===== src/p2a_pkg.sv =====
package p2a_pkg;

    localparam logic [7:0] CH_ESC      = 8'h1B;
    localparam logic [7:0] CH_LBRACKET = 8'h5B;
    localparam logic [7:0] CH_SEMI     = 8'h3B;
    localparam logic [7:0] CH_H        = 8'h48;
    localparam logic [7:0] CH_M        = 8'h6D;
    localparam logic [7:0] CH_CR       = 8'h0D;
    localparam logic [7:0] CH_LF       = 8'h0A;
    localparam logic [7:0] CH_SPACE    = 8'h20;
    localparam logic [7:0] CH_ZERO     = 8'h30;
    localparam logic [7:0] CH_ONE      = 8'h31;

    localparam logic [0:0] REG_FRAME_WIDTH  = 1'b0;
    localparam logic [0:0] REG_FRAME_HEIGHT = 1'b1;

    localparam logic [7:0] FRAME_WIDTH_RST  = 8'd80;
    localparam logic [7:0] FRAME_HEIGHT_RST = 8'd24;

    typedef enum logic [1:0] {
        PFX_NONE,
        PFX_CRLF,
        PFX_HOME
    } prefix_t;

    typedef struct packed {
        prefix_t    prefix;
        logic       color_change;
        logic [1:0] hund;
        logic [3:0] tens;
        logic [3:0] ones;
    } cmd_t;

    typedef enum logic [3:0] {
        ST_FIRST,
        ST_HOME_ESC,
        ST_HOME_LB,
        ST_HOME_ROW,
        ST_HOME_SEMI,
        ST_HOME_COL,
        ST_HOME_H,
        ST_CR,
        ST_LF,
        ST_ESC,
        ST_LB,
        ST_HUND,
        ST_TENS,
        ST_ONES,
        ST_M,
        ST_SPACE
    } step_t;

endpackage


===== src/p2a_front.sv =====
module p2a_front (
    input  logic              clk,
    input  logic              rst_n,
    input  logic              push,
    input  logic [7:0]        pixel_color,
    input  logic              cfg_valid,
    input  logic [0:0]        cfg_index,
    input  logic [7:0]        cfg_data,
    input  logic              q_full,
    output logic              q_push,
    output p2a_pkg::cmd_t     q_cmd
);

    logic [7:0] frame_width_reg;
    logic [7:0] frame_height_reg;
    logic [7:0] column_count_reg;
    logic [7:0] column_count_next;
    logic [7:0] row_count_reg;
    logic [7:0] row_count_next;
    logic [7:0] color_reg;
    logic [7:0] color_next;

    logic              frame_start;
    logic [7:0]        cmp_color;
    logic [1:0]        hund;
    logic [6:0]        rem;
    logic [14:0]       tens_prod;
    logic [3:0]        tens;
    logic [6:0]        ones_full;
    logic [8:0]        col_inc;
    logic [8:0]        row_inc;
    logic [8:0]        wlim;
    logic [8:0]        hlim;

    assign q_push = push && !q_full;

    always_comb
    begin
        frame_start = (column_count_reg == 8'd0) && (row_count_reg == 8'd0);
        cmp_color   = frame_start ? 8'd0 : color_reg;

        if (pixel_color >= 8'd200)
        begin
            hund = 2'd2;
            rem  = 7'(pixel_color - 8'd200);
        end
        else if (pixel_color >= 8'd100)
        begin
            hund = 2'd1;
            rem  = 7'(pixel_color - 8'd100);
        end
        else
        begin
            hund = 2'd0;
            rem  = pixel_color[6:0];
        end
        tens_prod = 15'({8'd0, rem} * 15'd205);
        tens      = tens_prod[14:11];
        ones_full = 7'(rem - 7'({3'd0, tens} * 7'd10));

        if (frame_start)
            q_cmd.prefix = p2a_pkg::PFX_HOME;
        else if (column_count_reg == 8'd0)
            q_cmd.prefix = p2a_pkg::PFX_CRLF;
        else
            q_cmd.prefix = p2a_pkg::PFX_NONE;
        q_cmd.color_change = (pixel_color != cmp_color);
        q_cmd.hund         = hund;
        q_cmd.tens         = tens;
        q_cmd.ones         = ones_full[3:0];

        wlim    = (frame_width_reg == 8'd0) ? 9'd256 : {1'b0, frame_width_reg};
        hlim    = (frame_height_reg == 8'd0) ? 9'd256 : {1'b0, frame_height_reg};
        col_inc = {1'b0, column_count_reg} + 9'd1;
        row_inc = {1'b0, row_count_reg} + 9'd1;

        column_count_next = column_count_reg;
        row_count_next    = row_count_reg;
        color_next        = color_reg;
        if (q_push)
        begin
            color_next = pixel_color;
            if (col_inc >= wlim)
            begin
                column_count_next = 8'd0;
                row_count_next    = (row_inc >= hlim) ? 8'd0 : row_inc[7:0];
            end
            else
            begin
                column_count_next = col_inc[7:0];
            end
        end
    end

    always_ff @(posedge clk or negedge rst_n)
    begin
        if (!rst_n)
        begin
            frame_width_reg  <= p2a_pkg::FRAME_WIDTH_RST;
            frame_height_reg <= p2a_pkg::FRAME_HEIGHT_RST;
            column_count_reg <= 8'd0;
            row_count_reg    <= 8'd0;
            color_reg        <= 8'd0;
        end
        else
        begin
            if (cfg_valid)
            begin
                priority if (cfg_index == p2a_pkg::REG_FRAME_WIDTH)
                    frame_width_reg <= cfg_data;
                else if (cfg_index == p2a_pkg::REG_FRAME_HEIGHT)
                    frame_height_reg <= cfg_data;
            end
            column_count_reg <= column_count_next;
            row_count_reg    <= row_count_next;
            color_reg        <= color_next;
        end
    end

endmodule


===== src/p2a_cmd_fifo.sv =====
module p2a_cmd_fifo #(
    parameter int DEPTH = 4
) (
    input  logic          clk,
    input  logic          rst_n,
    input  logic          wr_en,
    input  p2a_pkg::cmd_t wr_cmd,
    output logic          full,
    input  logic          rd_en,
    output p2a_pkg::cmd_t rd_cmd,
    output logic          empty
);

    localparam int PTR_W = (DEPTH > 1) ? $clog2(DEPTH) : 1;
    localparam int CNT_W = $clog2(DEPTH + 1);
    localparam logic [PTR_W-1:0] PTR_LAST = PTR_W'(DEPTH - 1);
    localparam logic [CNT_W-1:0] CNT_FULL = CNT_W'(DEPTH);

    p2a_pkg::cmd_t     mem_reg [DEPTH];
    logic [PTR_W-1:0]  wr_ptr_reg;
    logic [PTR_W-1:0]  rd_ptr_reg;
    logic [CNT_W-1:0]  count_reg;
    logic              do_wr;
    logic              do_rd;

    assign full   = (count_reg == CNT_FULL);
    assign empty  = (count_reg == '0);
    assign do_wr  = wr_en && !full;
    assign do_rd  = rd_en && !empty;
    assign rd_cmd = mem_reg[rd_ptr_reg];

    always_ff @(posedge clk)
    begin
        if (do_wr)
            mem_reg[wr_ptr_reg] <= wr_cmd;
    end

    always_ff @(posedge clk or negedge rst_n)
    begin
        if (!rst_n)
        begin
            wr_ptr_reg <= '0;
            rd_ptr_reg <= '0;
            count_reg  <= '0;
        end
        else
        begin
            if (do_wr)
                wr_ptr_reg <= (wr_ptr_reg == PTR_LAST) ? '0 : wr_ptr_reg + PTR_W'(1);
            if (do_rd)
                rd_ptr_reg <= (rd_ptr_reg == PTR_LAST) ? '0 : rd_ptr_reg + PTR_W'(1);
            unique case ({do_wr, do_rd})
                2'b10:   count_reg <= count_reg + CNT_W'(1);
                2'b01:   count_reg <= count_reg - CNT_W'(1);
                default: count_reg <= count_reg;
            endcase
        end
    end

endmodule


===== src/p2a_back.sv =====
module p2a_back (
    input  logic          clk,
    input  logic          rst_n,
    input  logic          q_empty,
    input  p2a_pkg::cmd_t q_cmd,
    output logic          q_pop,
    output logic          empty,
    input  logic          pop,
    output logic [7:0]    out_byte,
    output logic          last_byte
);

    p2a_pkg::step_t step_reg;
    p2a_pkg::step_t step_next;
    p2a_pkg::step_t cur_step;
    p2a_pkg::step_t after_prefix;
    p2a_pkg::step_t after_lb;
    logic           out_valid_reg;
    logic           out_valid_next;
    logic [7:0]     byte_reg;
    logic [7:0]     byte_next;
    logic           last_reg;
    logic           fire;

    assign empty     = !out_valid_reg;
    assign out_byte  = byte_reg;
    assign last_byte = last_reg;

    always_comb
    begin
        after_prefix = q_cmd.color_change ? p2a_pkg::ST_ESC : p2a_pkg::ST_SPACE;
        if (q_cmd.hund != 2'd0)
            after_lb = p2a_pkg::ST_HUND;
        else if (q_cmd.tens != 4'd0)
            after_lb = p2a_pkg::ST_TENS;
        else if (q_cmd.ones != 4'd0)
            after_lb = p2a_pkg::ST_ONES;
        else
            after_lb = p2a_pkg::ST_M;

        if (step_reg != p2a_pkg::ST_FIRST)
            cur_step = step_reg;
        else
        begin
            unique case (q_cmd.prefix)
                p2a_pkg::PFX_HOME: cur_step = p2a_pkg::ST_HOME_ESC;
                p2a_pkg::PFX_CRLF: cur_step = p2a_pkg::ST_CR;
                default:           cur_step = after_prefix;
            endcase
        end

        fire  = !q_empty && (!out_valid_reg || pop);
        q_pop = fire && (cur_step == p2a_pkg::ST_SPACE);

        unique case (cur_step)
            p2a_pkg::ST_FIRST:     begin byte_next = p2a_pkg::CH_SPACE;    step_next = after_prefix;           end
            p2a_pkg::ST_HOME_ESC:  begin byte_next = p2a_pkg::CH_ESC;      step_next = p2a_pkg::ST_HOME_LB;    end
            p2a_pkg::ST_HOME_LB:   begin byte_next = p2a_pkg::CH_LBRACKET; step_next = p2a_pkg::ST_HOME_ROW;   end
            p2a_pkg::ST_HOME_ROW:  begin byte_next = p2a_pkg::CH_ONE;      step_next = p2a_pkg::ST_HOME_SEMI;  end
            p2a_pkg::ST_HOME_SEMI: begin byte_next = p2a_pkg::CH_SEMI;     step_next = p2a_pkg::ST_HOME_COL;   end
            p2a_pkg::ST_HOME_COL:  begin byte_next = p2a_pkg::CH_ONE;      step_next = p2a_pkg::ST_HOME_H;     end
            p2a_pkg::ST_HOME_H:    begin byte_next = p2a_pkg::CH_H;        step_next = after_prefix;           end
            p2a_pkg::ST_CR:        begin byte_next = p2a_pkg::CH_CR;       step_next = p2a_pkg::ST_LF;         end
            p2a_pkg::ST_LF:        begin byte_next = p2a_pkg::CH_LF;       step_next = after_prefix;           end
            p2a_pkg::ST_ESC:       begin byte_next = p2a_pkg::CH_ESC;      step_next = p2a_pkg::ST_LB;         end
            p2a_pkg::ST_LB:        begin byte_next = p2a_pkg::CH_LBRACKET; step_next = after_lb;               end
            p2a_pkg::ST_HUND:
            begin
                byte_next = p2a_pkg::CH_ZERO + {6'd0, q_cmd.hund};
                step_next = p2a_pkg::ST_TENS;
            end
            p2a_pkg::ST_TENS:
            begin
                byte_next = p2a_pkg::CH_ZERO + {4'd0, q_cmd.tens};
                step_next = p2a_pkg::ST_ONES;
            end
            p2a_pkg::ST_ONES:
            begin
                byte_next = p2a_pkg::CH_ZERO + {4'd0, q_cmd.ones};
                step_next = p2a_pkg::ST_M;
            end
            p2a_pkg::ST_M:         begin byte_next = p2a_pkg::CH_M;        step_next = p2a_pkg::ST_SPACE;      end
            p2a_pkg::ST_SPACE:     begin byte_next = p2a_pkg::CH_SPACE;    step_next = p2a_pkg::ST_FIRST;      end
        endcase

        if (!fire)
            step_next = step_reg;

        if (fire)
            out_valid_next = 1'b1;
        else if (pop)
            out_valid_next = 1'b0;
        else
            out_valid_next = out_valid_reg;
    end

    always_ff @(posedge clk or negedge rst_n)
    begin
        if (!rst_n)
        begin
            step_reg      <= p2a_pkg::ST_FIRST;
            out_valid_reg <= 1'b0;
        end
        else
        begin
            step_reg      <= step_next;
            out_valid_reg <= out_valid_next;
        end
    end

    always_ff @(posedge clk)
    begin
        if (fire)
        begin
            byte_reg <= byte_next;
            last_reg <= (cur_step == p2a_pkg::ST_SPACE);
        end
    end

endmodule


===== src/pixel_to_ansi_terminal_encoder.sv =====
// Turns raster-order pixel color codes into an ANSI terminal byte stream. Each pixel
// pushed becomes 1 to 13 bytes: cursor home on the first pixel of a frame, CR LF at
// the start of each later row, a color escape when the color changes, and a closing
// space flagged by last_byte. Pixels are taken while the command queue (CMD_DEPTH
// entries) has room; the byte sequencer drains the queue at one byte per cycle while
// pop is held, and a pixel has 1 byte for an unchanged color inside a row, up to 9
// in the middle of a frame, 13 at most. Registers: index 0 frame width, index 1 frame
// height, 0 meaning 256; write them only while the block is idle.
module pixel_to_ansi_terminal_encoder #(
    parameter int CMD_DEPTH = 4
) (
    input  logic       clk,
    input  logic       rst_n,
    input  logic       push,
    output logic       full,
    input  logic [7:0] pixel_color,
    output logic       empty,
    input  logic       pop,
    output logic [7:0] out_byte,
    output logic       last_byte,
    input  logic       cfg_valid,
    output logic       cfg_ready,
    input  logic [0:0] cfg_index,
    input  logic [7:0] cfg_data
);

    logic          q_full;
    logic          q_empty;
    logic          q_push;
    logic          q_pop;
    p2a_pkg::cmd_t wr_cmd;
    p2a_pkg::cmd_t rd_cmd;

    assign cfg_ready = 1'b1;
    assign full      = q_full;

    p2a_front u_front (
        .clk         (clk),
        .rst_n       (rst_n),
        .push        (push),
        .pixel_color (pixel_color),
        .cfg_valid   (cfg_valid),
        .cfg_index   (cfg_index),
        .cfg_data    (cfg_data),
        .q_full      (q_full),
        .q_push      (q_push),
        .q_cmd       (wr_cmd)
    );

    p2a_cmd_fifo #(
        .DEPTH (CMD_DEPTH)
    ) u_fifo (
        .clk    (clk),
        .rst_n  (rst_n),
        .wr_en  (q_push),
        .wr_cmd (wr_cmd),
        .full   (q_full),
        .rd_en  (q_pop),
        .rd_cmd (rd_cmd),
        .empty  (q_empty)
    );

    p2a_back u_back (
        .clk       (clk),
        .rst_n     (rst_n),
        .q_empty   (q_empty),
        .q_cmd     (rd_cmd),
        .q_pop     (q_pop),
        .empty     (empty),
        .pop       (pop),
        .out_byte  (out_byte),
        .last_byte (last_byte)
    );

endmodule


===== config.mk =====
export PLATFORM = sky130hd
export DESIGN_NAME = pixel_to_ansi_terminal_encoder
export DESIGN_NICKNAME = d
export VERILOG_FILES = /design/src/p2a_pkg.sv /design/src/p2a_front.sv /design/src/p2a_cmd_fifo.sv /design/src/p2a_back.sv /design/src/pixel_to_ansi_terminal_encoder.sv
export SDC_FILE = /design/constraint.sdc
export NUM_CORES = 1
export LEC_CHECK = 0
export BUFFER_PORTS_ARGS = -buffer_cell sky130_fd_sc_hd__buf_2
export CORE_ASPECT_RATIO = 1.75
export CORE_MARGIN = 1.5
export CORE_UTILIZATION = 40
export CTS_CLUSTER_DIAMETER = 100
export DETAILED_ROUTE_END_ITERATION = 6
export SYNTH_ARGS = -nofsm -noshare
export SYNTH_HDL_FRONTEND = slang
export SYNTH_SLANG_ARGS = --single-unit

===== constraint.sdc =====
create_clock -name clk -period 4.79 [get_ports clk]
set_input_delay 0.958 -clock clk [delete_from_list [all_inputs] [get_ports clk]]
set_output_delay 0.958 -clock clk [all_outputs]
set_load 0.01 [all_outputs]

==> flow_metrics.py <==
metrics = {
    "drt": {
        "wire_per_inst_um": 15.5,
        "drt_first_pass_iters": 4,
        "vias_per_cell": 5.18,
        "routed_wirelength_um": 14100,
        "drtIter0Drc": 205,
        "postRouteAntennaNets": 0,
        "vias": 4701,
        "drc": 0,
    },
    "clock_network": {
        "htreeDepth": 3,
        "holdBufCountCts": 0,
        "clock-sinks": 112,
        "clockBufferDepth": 2,
        "root_buffer": "clkbuf_16",
        "cts_tree": "done",
        "cts_buffers": 9,
        "cts.clk_slew.worst_paths_ns": 0.08,
        "clk_latency_ns": 0.35,
    },
    "finish": {
        "syn_to_final_growth_pct": 18.6,
        "final_cells": 907,
        "nNetsFinal": 779,
        "final_common_cell": "ha_1",
        "largest_register_ffs": 52,
        "layout-drive-gt1-share": 0.253,
        "layout_common_cells": "ha_1, edfxtp_1, inv_1, buf_4, nand2_1",
        "diodes": 0,
        "postLayoutCellArea_um2": 8050,
    },
    "min_path": {
        "hold_class": "flip-flop to flip-flop",
        "holdPathStages": 2,
    },
    "setup_path": {
        "crit_path_end_kind": "flip-flop",
        "cp.buffers_inverters": 5,
        "cp_max_fo": 4,
        "slowest_delay_ns": 0.47,
        "worst_path_max_delay_cell": "fa_1",
        "cp-start-kind": "primary input",
        "crit_top_cell": "ha_1",
        "reg2regPathDepth": 13,
        "cp.arrival_ns": 6.13,
        "worstPathRequired_ns": 4.88,
        "path_delay_family": "adder cells",
        "path_class": "primary input to flip-flop",
        "cp.depth": 25,
    },
    "sta": {
        "fmax_ghz": 0.166,
        "finalCriticalPeriod_ns": 6.04,
        "period_share": 1.26,
        "finalSetupViolCount": 28,
        "hold_ws_ns": 0.507,
        "tightest_slew_ns": 0.944,
        "fin_ws_ns": -1.25,
        "fin_setup_tns_ns": -20.97,
        "rsz0062_at_grt": "true",
        "drv_slew": 0,
        "hold_viol_final": 0,
        "relSlewSlack": 0.371,
        "skew_ns": 0.00977,
    },
    "logic_synthesis": {
        "ys_types": 63,
        "ys_warn_count": 0,
        "synth_edf_count": 60,
        "syn-cell-area_um2": 6780,
        "syn_area_per_cell_um2": 11.3,
        "async_flop_share": 0.464,
        "ys.flop_type": "edfxtp_1",
        "seq_area_frac_synth": 0.458,
        "syn_nets": 703,
        "syn_inst": 602,
        "synth_seq_cells": 112,
    },
    "die": {
        "initial_utilization": 0.410,
        "io_pins": 34,
        "core-area_um2": 16500,
        "num_rows": 62,
        "die_w_um": 101,
        "dieArea_um2": 17800,
        "die_h_um": 175,
    },
    "global_route": {
        "grt_max_degree": 53,
        "grt_pass1_wl_um": 23900,
        "grt_antenna_before_repair": 0,
        "grt_usage": 0.170,
        "overflow": 0,
        "grt_pass1_vias": 5175,
    },
    "power_and_ir_drop": {
        "peakVddDrop_v": 0.000495,
        "powerDensity_nw_per_um2": 599,
        "leakage_nw": 3.46,
        "p_total_mw": 4.82,
    },
    "place": {
        "gp_congestion": 0.853,
        "place_area_um2": 7520,
        "dp_hpwl_um": 10600,
        "placed_cells": 883,
        "portBuffers": 31,
    },
    "status": {
        "violations": "setup timing",
        "status": "finished, violations left",
    },
    "run": {
        "drv_cap": 0,
    },
}
metal layers:
layer,track usage,vias up,wire length [µm]
li1,-,2296,-
met4,0.0718,0,399
met2,0.329,78,7960
met1,0.179,2299,5480
met3,0.0188,28,249
met5,0,-,0
Yosys cell counts, types with 3 or more instances:
master    count  share of area
ha_1         69           0.13
inv_1        61          0.034
edfxtp_1     60           0.27
nand2_1      53          0.029
dfrtp_1      48           0.18
o21ai_0      36          0.027
a21oi_1      28          0.021
nor2_1       26          0.014
xnor2_1      17          0.022
clkbuf_1     15         0.0083
mux2_2       13          0.022
mux4_2       13          0.043
nand3_1      13         0.0096
xor2_1       13          0.017
nor4_1       11          0.010
fa_1         10          0.030
nor3_1       10         0.0074
and3_1        9         0.0083
nor2b_1       8         0.0074
a22o_1        6         0.0077
and2_1        6         0.0055
o22ai_1       6         0.0055
nand2b_1      5         0.0046
dfstp_2       4          0.015
a211oi_1      3         0.0033
a21o_1        3         0.0033
a22oi_1       3         0.0033
a31oi_1       3         0.0028
buf_2         3         0.0022
buf_4         3         0.0033
nor4b_1       3         0.0039
stage by stage:
stage	util	setup slack (ns)
finish	0.487	-1.25
global route	0.487	-1.50
CTS	0.482	-1.22
detailed placement	0.455	-1.83
global placement	0.455	-1.60
floorplan	-	-1.45
power breakdown:
| group | internal [mW] | switching [mW] | total (mW) |
|---|---|---|---|
| sequential | 1.50 | 0.241 | 1.74 |
| combinational | 1.12 | 1.23 | 2.34 |
| clock | 0.364 | 0.368 | 0.733 |
worst min-delay path, cell delays in order (launching register included):
cell,delay [ns]
dfrtp_1,0.37
nand2_1,0.05
o21ai_0,0.06
repair_timing:
item                                    CTS  global route
cloned                                    0             0
pin swaps                                22             4
setup buffers                            12             2
resized for setup                        19            14
endpoints found under the setup margin   28            28
area by class of cell:
type / count / area, µm²
timing repair buffer: 87 / 596
tap: 224 / 280
clock inverter: 7 / 60.1
fill: 1466 / 8480
inverter: 61 / 239
multi-input combinational: 407 / 3540
sequential: 112 / 3110
clock buffer: 9 / 225
cells by family after synthesis:
group,share of synthesized area
compound gates,0.105
xor+xnor,0.0493
fa+ha+maj,0.157
buf+inv,0.0482
flops,0.458
mux,0.0662
other cells,0.00111
simple gates,0.115
worst paths after layout:
kind                                               endpoint                 start  slack (ns)
max in group asynchronous                u_back.step_reg[3]                 rst_n        3.62
min in group asynchronous       u_front.column_count_reg[4]                 rst_n        0.73
worst max register to register          u_fifo.count_reg[2]  u_fifo.rd_ptr_reg[1]        0.92
worst min-delay path                   u_front.color_reg[7]  u_front.color_reg[7]        0.51
worst min register to register         u_front.color_reg[7]  u_front.color_reg[7]        0.51
worst max-delay path                   u_fifo.mem_reg[3][3]        pixel_color[3]       -1.25
Note: power is estimated with default switching activity, not from simulation.
